`config.mk`:
```
export PLATFORM = sky130hd
export DESIGN_NAME = calendar_date_counter_core
export DESIGN_NICKNAME = d
export VERILOG_FILES = /design/src/rtl/core/cal_pkg.sv /design/src/rtl/core/cal_step_unit.sv /design/src/rtl/core/calendar_date_counter_core.sv
export SDC_FILE = /design/constraint.sdc
export NUM_CORES = 1
export LEC_CHECK = 0
export ABC_CLOCK_PERIOD_IN_PS = 3500
export BUFFER_PORTS_ARGS = -buffer_cell sky130_fd_sc_hd__buf_4
export CAP_MARGIN = 20
export CORE_UTILIZATION = 50
export DETAILED_ROUTE_END_ITERATION = 8
export PLACE_DENSITY = 0.74
export SLEW_MARGIN = 20
export SYNTH_ARGS = -nofsm -noshare
export SYNTH_HDL_FRONTEND = slang
export SYNTH_HIERARCHICAL = 1
export SYNTH_SLANG_ARGS = --single-unit
```
`constraint.sdc`:
```
create_clock -name clk -period 3.5 [get_ports clk]
set_input_delay 0.35 -clock clk [delete_from_list [all_inputs] [get_ports clk]]
set_output_delay 0.35 -clock clk [all_outputs]
set_load 0.1 [all_outputs]
```
`src/rtl/core/cal_pkg.sv`:
```
// package: shared constants, types and month-length function for the calendar date counter
package cal_pkg;

  localparam int YEAR_BITS    = 16;
  localparam int MAX_ADD_DAYS = 1023;
  localparam int MONTHS       = 12;
  localparam int MAX_MONTH_LEN = 31;
  localparam int RESET_YEAR   = 2000;
  localparam int AccW         = $clog2(MAX_MONTH_LEN + MAX_ADD_DAYS + 1);

  localparam logic [2:0] OP_SET       = 3'd0;
  localparam logic [2:0] OP_ADD_DAY   = 3'd1;
  localparam logic [2:0] OP_ADD_MONTH = 3'd2;
  localparam logic [2:0] OP_ADD_YEAR  = 3'd3;
  localparam logic [2:0] OP_ADD_DAYS  = 3'd4;

  typedef enum logic {
    ST_IDLE,
    ST_RUN
  } state_t;

  typedef struct packed {
    logic [2:0]  operation;
    logic [3:0]  new_month;
    logic [4:0]  new_day;
    logic [15:0] new_year;
    logic [9:0]  add_count;
  } in_item_t;

  typedef struct packed {
    logic [3:0]  month_out;
    logic [4:0]  day_out;
    logic [15:0] year_out;
  } out_item_t;

  typedef struct packed {
    logic                 over;
    logic [AccW-1:0]      diff;
    logic [3:0]           month_nxt;
    logic [YEAR_BITS-1:0] year_nxt;
    logic [YEAR_BITS-1:0] year_plus1;
  } step_res_t;

  function automatic logic [4:0] month_len(input logic [3:0] m);
    logic [4:0] len;
    case (m)
      4'd2:                      len = 5'd28;
      4'd4, 4'd6, 4'd9, 4'd11:   len = 5'd30;
      default:                   len = 5'd31;
    endcase
    return len;
  endfunction

endpackage

```
`src/rtl/core/cal_step_unit.sv`:
```
// shared step unit: month-length compare and subtract, month and year advance
module cal_step_unit import cal_pkg::*; (
  input  logic [3:0]           month_i,
  input  logic [AccW-1:0]      acc_i,
  input  logic [YEAR_BITS-1:0] year_i,
  output step_res_t            res_o
);

  logic [AccW-1:0] len_w;

  assign len_w = AccW'(month_len(month_i));

  always_comb begin
    res_o.over       = acc_i > len_w;
    res_o.diff       = acc_i - len_w;
    res_o.year_plus1 = year_i + YEAR_BITS'(1);
    if (month_i >= 4'(MONTHS)) begin
      res_o.month_nxt = 4'd1;
      res_o.year_nxt  = year_i + YEAR_BITS'(1);
    end else begin
      res_o.month_nxt = month_i + 4'd1;
      res_o.year_nxt  = year_i;
    end
  end

endmodule

```
`src/rtl/core/calendar_date_counter_core.sv`:
```
// top level: calendar date counter with sequencer around the shared step unit
//
// Holds a month/day/year date (no leap years, year wraps at 2^16) and applies one
// operation per transaction. Set, add day, add month, add year, unused codes and
// adding zero days all finish at the accepting edge: out_valid pulses in the next
// cycle and a new transaction may be accepted in that same cycle. Adding N days
// runs one month-length compare and subtract per cycle through the shared step
// unit until the remaining days fit within the current month length, busy high
// throughout, then out_valid pulses in the following cycle. The receiver cannot
// stall: out_valid is high for exactly one cycle, and out_data shows the current
// date, which holds until the next transaction updates it.
module calendar_date_counter_core import cal_pkg::*; (
  input  logic      clk,
  input  logic      rst_n,
  input  logic      start,
  output logic      busy,
  input  in_item_t  in_data,
  output logic      out_valid,
  output out_item_t out_data
);

  state_t               state_r, state_nxt;
  logic [3:0]           cur_month_r, cur_month_nxt;
  logic [4:0]           cur_day_r, cur_day_nxt;
  logic [YEAR_BITS-1:0] cur_year_r, cur_year_nxt;
  logic [AccW-1:0]      acc_r, acc_nxt;
  logic                 done_r, done_nxt;
  logic [AccW-1:0]      cnt_sat;
  logic [AccW-1:0]      unit_acc;
  step_res_t            step;

  assign cnt_sat = (AccW'(in_data.add_count) > AccW'(MAX_ADD_DAYS)) ?
                   AccW'(MAX_ADD_DAYS) : AccW'(in_data.add_count);
  assign unit_acc = (state_r == ST_RUN) ? acc_r : AccW'(cur_day_r) + AccW'(1);

  cal_step_unit u_step (
    .month_i (cur_month_r),
    .acc_i   (unit_acc),
    .year_i  (cur_year_r),
    .res_o   (step)
  );

  always_ff @(posedge clk) begin
    if (!rst_n) begin
      state_r     <= ST_IDLE;
      done_r      <= 1'b0;
      cur_month_r <= 4'd1;
      cur_day_r   <= 5'd1;
      cur_year_r  <= YEAR_BITS'(RESET_YEAR);
    end else begin
      state_r     <= state_nxt;
      done_r      <= done_nxt;
      cur_month_r <= cur_month_nxt;
      cur_day_r   <= cur_day_nxt;
      cur_year_r  <= cur_year_nxt;
    end
  end

  always_ff @(posedge clk) begin
    acc_r <= acc_nxt;
  end

  always_comb begin
    state_nxt     = state_r;
    done_nxt      = 1'b0;
    cur_month_nxt = cur_month_r;
    cur_day_nxt   = cur_day_r;
    cur_year_nxt  = cur_year_r;
    acc_nxt       = acc_r;
    unique case (state_r)
      ST_IDLE: begin
        if (start) begin
          done_nxt = 1'b1;
          case (in_data.operation)
            OP_SET: begin
              if (in_data.new_month == 4'd0) begin
                cur_month_nxt = 4'd1;
              end else if (in_data.new_month > 4'(MONTHS)) begin
                cur_month_nxt = 4'(MONTHS);
              end else begin
                cur_month_nxt = in_data.new_month;
              end
              cur_day_nxt  = (in_data.new_day == 5'd0) ? 5'd1 : in_data.new_day;
              cur_year_nxt = YEAR_BITS'(in_data.new_year);
            end
            OP_ADD_DAY: begin
              if (step.over) begin
                cur_day_nxt   = 5'd1;
                cur_month_nxt = step.month_nxt;
                cur_year_nxt  = step.year_nxt;
              end else begin
                cur_day_nxt = unit_acc[4:0];
              end
            end
            OP_ADD_MONTH: begin
              cur_month_nxt = step.month_nxt;
              cur_year_nxt  = step.year_nxt;
            end
            OP_ADD_YEAR: begin
              cur_year_nxt = step.year_plus1;
            end
            OP_ADD_DAYS: begin
              if (cnt_sat != '0) begin
                acc_nxt   = AccW'(cur_day_r) + cnt_sat;
                state_nxt = ST_RUN;
                done_nxt  = 1'b0;
              end
            end
            default: begin
            end
          endcase
        end
      end
      ST_RUN: begin
        if (step.over) begin
          acc_nxt       = step.diff;
          cur_month_nxt = step.month_nxt;
          cur_year_nxt  = step.year_nxt;
        end else begin
          cur_day_nxt = acc_r[4:0];
          done_nxt    = 1'b1;
          state_nxt   = ST_IDLE;
        end
      end
      default: begin
        state_nxt = ST_IDLE;
      end
    endcase
  end

  assign busy               = (state_r == ST_RUN);
  assign out_valid          = done_r;
  assign out_data.month_out = cur_month_r;
  assign out_data.day_out   = cur_day_r;
  assign out_data.year_out  = 16'(cur_year_r);

`ifndef SYNTH
  a_strobe_idle: assert property (@(posedge clk) disable iff (!rst_n)
    out_valid |-> state_r == ST_IDLE)
    else $error("result strobe while still iterating");

  a_short_op_done: assert property (@(posedge clk) disable iff (!rst_n)
    (start && !busy && in_data.operation != OP_ADD_DAYS) |=> out_valid)
    else $error("single-step transaction gave no result");

  a_month_range: assert property (@(posedge clk) disable iff (!rst_n)
    (cur_month_r >= 4'd1) && (cur_month_r <= 4'(MONTHS)))
    else $error("month out of range");

  a_run_finish: assert property (@(posedge clk) disable iff (!rst_n)
    (state_r == ST_RUN && !step.over) |=> (out_valid && cur_day_r != 5'd0))
    else $error("iteration ended without a valid day");
`endif

endmodule

```
### Word-level counts from Yosys, hierarchy flattened

Cells that the tools add are included.

* bits of input ports: 41
* flip-flop bits (word level): 38
* output and inout port bits: 27
* word-level logic and storage cells: 75

* $add $sub $neg: 5
* muxes and demuxes: 34
* order comparisons: 3
* reductions and logical operators: 9
* bitwise gates (word level): 1
* equality and inequality tests: 17

Operators by type and width (number)
* 16-bit one-hot mux with 4 select lines: 1
* 11-bit 2-to-1 mux: 5
* 16-bit 2-to-1 mux: 2
* 16-bit one-hot mux with 2 select lines: 1
* 11-bit one-hot mux with 2 select lines: 1
* 20-bit 2-to-1 mux: 1
* 5-bit 2-to-1 mux: 4
* 5-bit one-hot mux with 2 select lines: 2
* 16-bit by 1-bit adder with 16-bit output, second input constant: 1
* 4-bit 2-to-1 mux: 4
* 4-bit one-hot mux with 3 select lines: 1
* 5-bit by 10-bit adder with 11-bit output: 1
* 11-bit by 5-bit > comparator with 1-bit output: 1
* 11-bit nonzero test: 1
* 11-bit by 5-bit subtractor with 11-bit output: 1
* 4-bit by 3-bit equality test with 1-bit output, second input constant: 2
* 4-bit equality test, second input constant: 2
* 1-bit 2-to-1 mux: 8
* 4-bit one-hot mux with 2 select lines: 1
* 5-bit by 1-bit adder with 6-bit output, second input constant: 1
* 3-bit by 2-bit equality test with 1-bit output, second input constant: 2
* 2-bit inequality test, second input constant: 3
* 5-bit logical NOT: 1
* 5-bit by 1-bit inequality test with 1-bit output, second input constant: 1
* 18 further kinds: 21

### Logic depth before layout (Yosys ltp)

* word-level depth: 8
* mapped depth: 19

### Modules after synthesis

The synthesis kept the hierarchy.

By module, submodules not included
* calendar_date_counter_core: instances 1, sequential area each 870.8 um2, area each 3009.1 um2, cells each 371
* cal_step_unit: instances 1, sequential area each 0.0 um2, area each 937.1 um2, cells each 134

### Worst setup path after synthesis

Ideal clock, no wire load.

* path type: register to register
* start point: reg state_r (netlist: busy)
* end point: reg state_r (netlist: busy)
* required time: 3.385 ns
* arrival time: 3.801 ns
* cell stages (with the launch flop): 16
* period minus slack after synthesis: 3.916 ns
* path slack: -0.416 ns
* library setup time: 0.115 ns
* cells stage by stage: dfxtp_1 > buf_2 > buf_2 > buf_2 > clkbuf_1 > o21ai_0 > inv_1 > ha_1 > nor2b_1 > o21ai_1 > a31oi_1 > or3_1 > buf_2 > buf_2 > a22o_1 > and2_1

RTL lines
* start, declared: RTL line calendar_date_counter_core.sv:22 `state_t state_r, state_nxt;`
* start signal, assigned: RTL line calendar_date_counter_core.sv:51 `state_r <= state_nxt;`

==> out/metrics.yaml <==
synthDominantCellAreaShare_pct: 13.7
fmaxAchievable_mhz: 301
setup-violations-final: 0
root_buffer: "clkbuf_8"
layout.core_utilization_pct: 58.9
synth.yosys.seq_area_share_pct: 22.1
routedWlPerCell_um: 16.1
final_count_of_hold_timing_violations: 0
period_share_pct: 94.8
core-area_um2: 7690
result_of_the_run: "completed"
worstSetupPathType: "reg -> reg"
drive_above_1_share_pct: 20.5
via_count_of_the_first_global_routing_pass: 3678
share_clk_of_total_power_pct: 23.5
grt_use_total_pct: 25.4
layoutNonFillerInstCount: 654
tns_ps: 0
timing.clock.skew_ps: 16.6
combPwrFrac_pct: 38.3
numPlacedInstances: 646
rsz0062_at_grt: "false"
tritoncts: "yes"
start_util_pct: 51.3
clock_tree.buffer_depth: 2
critPathRequiredTime_ps: 3680
synth_edf_count: 11
dpl_cell_area_um2: 4430
drc_violations: 0
first_pass_grt_wire_length_um: 17200
cts_bufs_inserted: 5
global_route.overflow_total: 0
worst_pin_slew_ps: 666
syn_avg_cell_area_um2: 7.81
yosys-top-cells-count: "nand2_1, nor2_1, o21ai_0, dfxtp_1, xnor2_1"
stdcell_area_um2: 4530
clk_transition_reported_paths_ps: 90
worst_vdd_drop_mv: 0.281
ys_ff_latch: 38
netSwitchingPower_uw: 546
timing.critical_path.to_type: "register"
finalWeightedCongestion: 0.854
cell_variety_after_synth: 66
place.port_buffers: 67
io-pin-count: 68
die-area_um2: 8250
number_of_violations_reported_at_the_end_of_detailed_routing_iteration_0: 250
top_cells_by_area_synth: "dfxtp_1, edfxtp_1, xnor2_1"
viasPerCell: 5.95
slew-limit-headroom_pct: 55.6
worst_path_arrival_time_ps: 3500
hold_ws_ps: 355
count_of_maximum_capacitance_violations: 0
timing.hold.worst.class: "in -> reg"
synth_top_area_cell: "dfxtp_1"
routed_wl_um: 10500
powerDensity_nw_per_um2: 302
number_of_gates_resized_after_cts: 0
flow.area_growth_from_synthesis_pct: 14.7
filler_cell_count: 731
antenna_violating_nets_post_route: 0
post_synth_inst_count: 505
clock-sinks: 38
final-max-slew-violation-count: 0
cts-hold-fix-buffers: 0
htreeDepth: 2
routed-via-count: 3891
row_count: 32
timing.final.crit_period_ps: 3320
ys_dominant_reg_cell: "dfxtp_1"
design.final.nets: 607
die_w_um: 90.8
synth.yosys.warnings: 6
insertedDiodeCount: 0
hpwl_um: 7600
die_y_um: 90.8
timing.critical_path.from_type: "register"
synthesis.area_um2: 3950
synthArstFlopShare_pct: 0
internal_power_consumption_uw: 821
leakagePower_uw: 0.00182
seq_power_share_pct: 38.2
first_pass_iters: 4
p_sw_share_pct: 39.9
pin_count_of_the_biggest_net_entering_global_routing: 41
worst_skew_pair.late_latency_ps: 300
grt_antenna_before_repair: 0
syn-num-nets: 561
cts_setup_buffers: 0
maximum_fanout_count_along_the_critical_path: 20
==> logic make-up (layout without fill, tap and decap cells) <==
| group | after synthesis | in the layout | synth area share [%] |
|---|---|---|---|
| buf+inv | 56 | 103 | 7.23 |
| simple gates | 204 | 204 | 27.9 |
| flops | 38 | 38 | 22.1 |
| xor+xnor | 44 | 44 | 9.77 |
| compound gates | 126 | 126 | 21.9 |
| mux | 22 | 22 | 5.93 |
| fa+ha+maj | 15 | 15 | 5.14 |
==> layout by cell type, fill, tap and decap left out, types with 5 or more instances in the layout <==
master | synthesis | routed
xnor2_1 | 24 | 24
nand2b_1 | 17 | 17
o21ai_0 | 33 | 33
ha_1 | 13 | 13
xor2_1 | 20 | 20
o311a_1 | 6 | 6
or2b_1 | 8 | 8
nand2_1 | 49 | 49
clkbuf_8 | 0 | 6
dfxtp_1 | 27 | 23
and2_1 | 11 | 11
o32a_1 | 9 | 9
inv_1 | 19 | 19
buf_4 | 4 | 75
nor3_1 | 6 | 6
mux2i_1 | 11 | 11
nor2b_1 | 8 | 8
nor4_1 | 6 | 6
a31oi_1 | 6 | 6
o21ai_1 | 7 | 7
mux2_2 | 11 | 11
a21oi_1 | 18 | 18
a221oi_1 | 17 | 17
nand4_1 | 5 | 5
nor2_1 | 49 | 49
nand3_1 | 16 | 16
edfxtp_1 | 11 | 11
==> critical path, cell delays in order, from the launching register on <==
cell and delay (ps):
dfxtp_2 360, ha_1 300, inv_1 40, o21ai_0 230
ha_1 300, nor2b_1 160, o21ai_1 310, a31oi_1 80
or3_2 670, a22o_1 510, and2_1 240
==> power groups by stage <==
| stage | Clock, uW | Combinational (uW) | Sequential [uW] |
|---|---|---|---|
| 2_1_floorplan | 0 | 262 | 659 |
| 3_3_place_gp | 0 | 509 | 530 |
| 3_5_place_dp | 0 | 518 | 531 |
| 4_1_cts | 329 | 520 | 521 |
| 5_1_grt | 347 | 563 | 526 |
| 6_report | 321 | 524 | 522 |
==> metal layers <==
metal | routed length, um | track usage, % | up-vias
met5 | 0 | 0 | -
met4 | 146 | 6.48 | 0
met3 | 477 | 3.37 | 13
met2 | 5050 | 43.4 | 119
met1 | 4870 | 33.6 | 1853
li1 | - | - | 1906
==> through the flow <==
step	worst slack, ps	power, uW
final	182	1370
after global routing	8.76	1440
after CTS	180	1370
after detailed placement	220	1050
after global placement	371	1040
after floorplan	5.00	920
==> worst paths after layout <==
kind              cells after the start      endpoint  slack (ps)          from
setup / recovery                     10          busy         180  cur_day_r[0]
hold / removal                        3  cur_day_r[3]         360   in_data[29]
setup reg to reg                     10          busy         180  cur_day_r[0]
hold reg to reg                       2  cur_day_r[1]         520  cur_day_r[1]
==> state kept, by name (all words and copies together) (netlist names) <==
register	count
cur_year_r	16
cur_day_r	5
out_valid	1
acc_r	11
busy	1
cur_month_r	4
==> area by class of cell <==
type                       count  area, um2  area share, %
tap                          102        128           2.82
sequential                    38        878           19.4
clock buffer                   6       82.6           1.82
inverter                      20       75.1           1.66
timing repair buffer          75        563           12.4
clock inverter                 2       7.51          0.166
multi-input combinational    411       2790           61.7
Note: power is estimated with default switching activity, not from simulation.
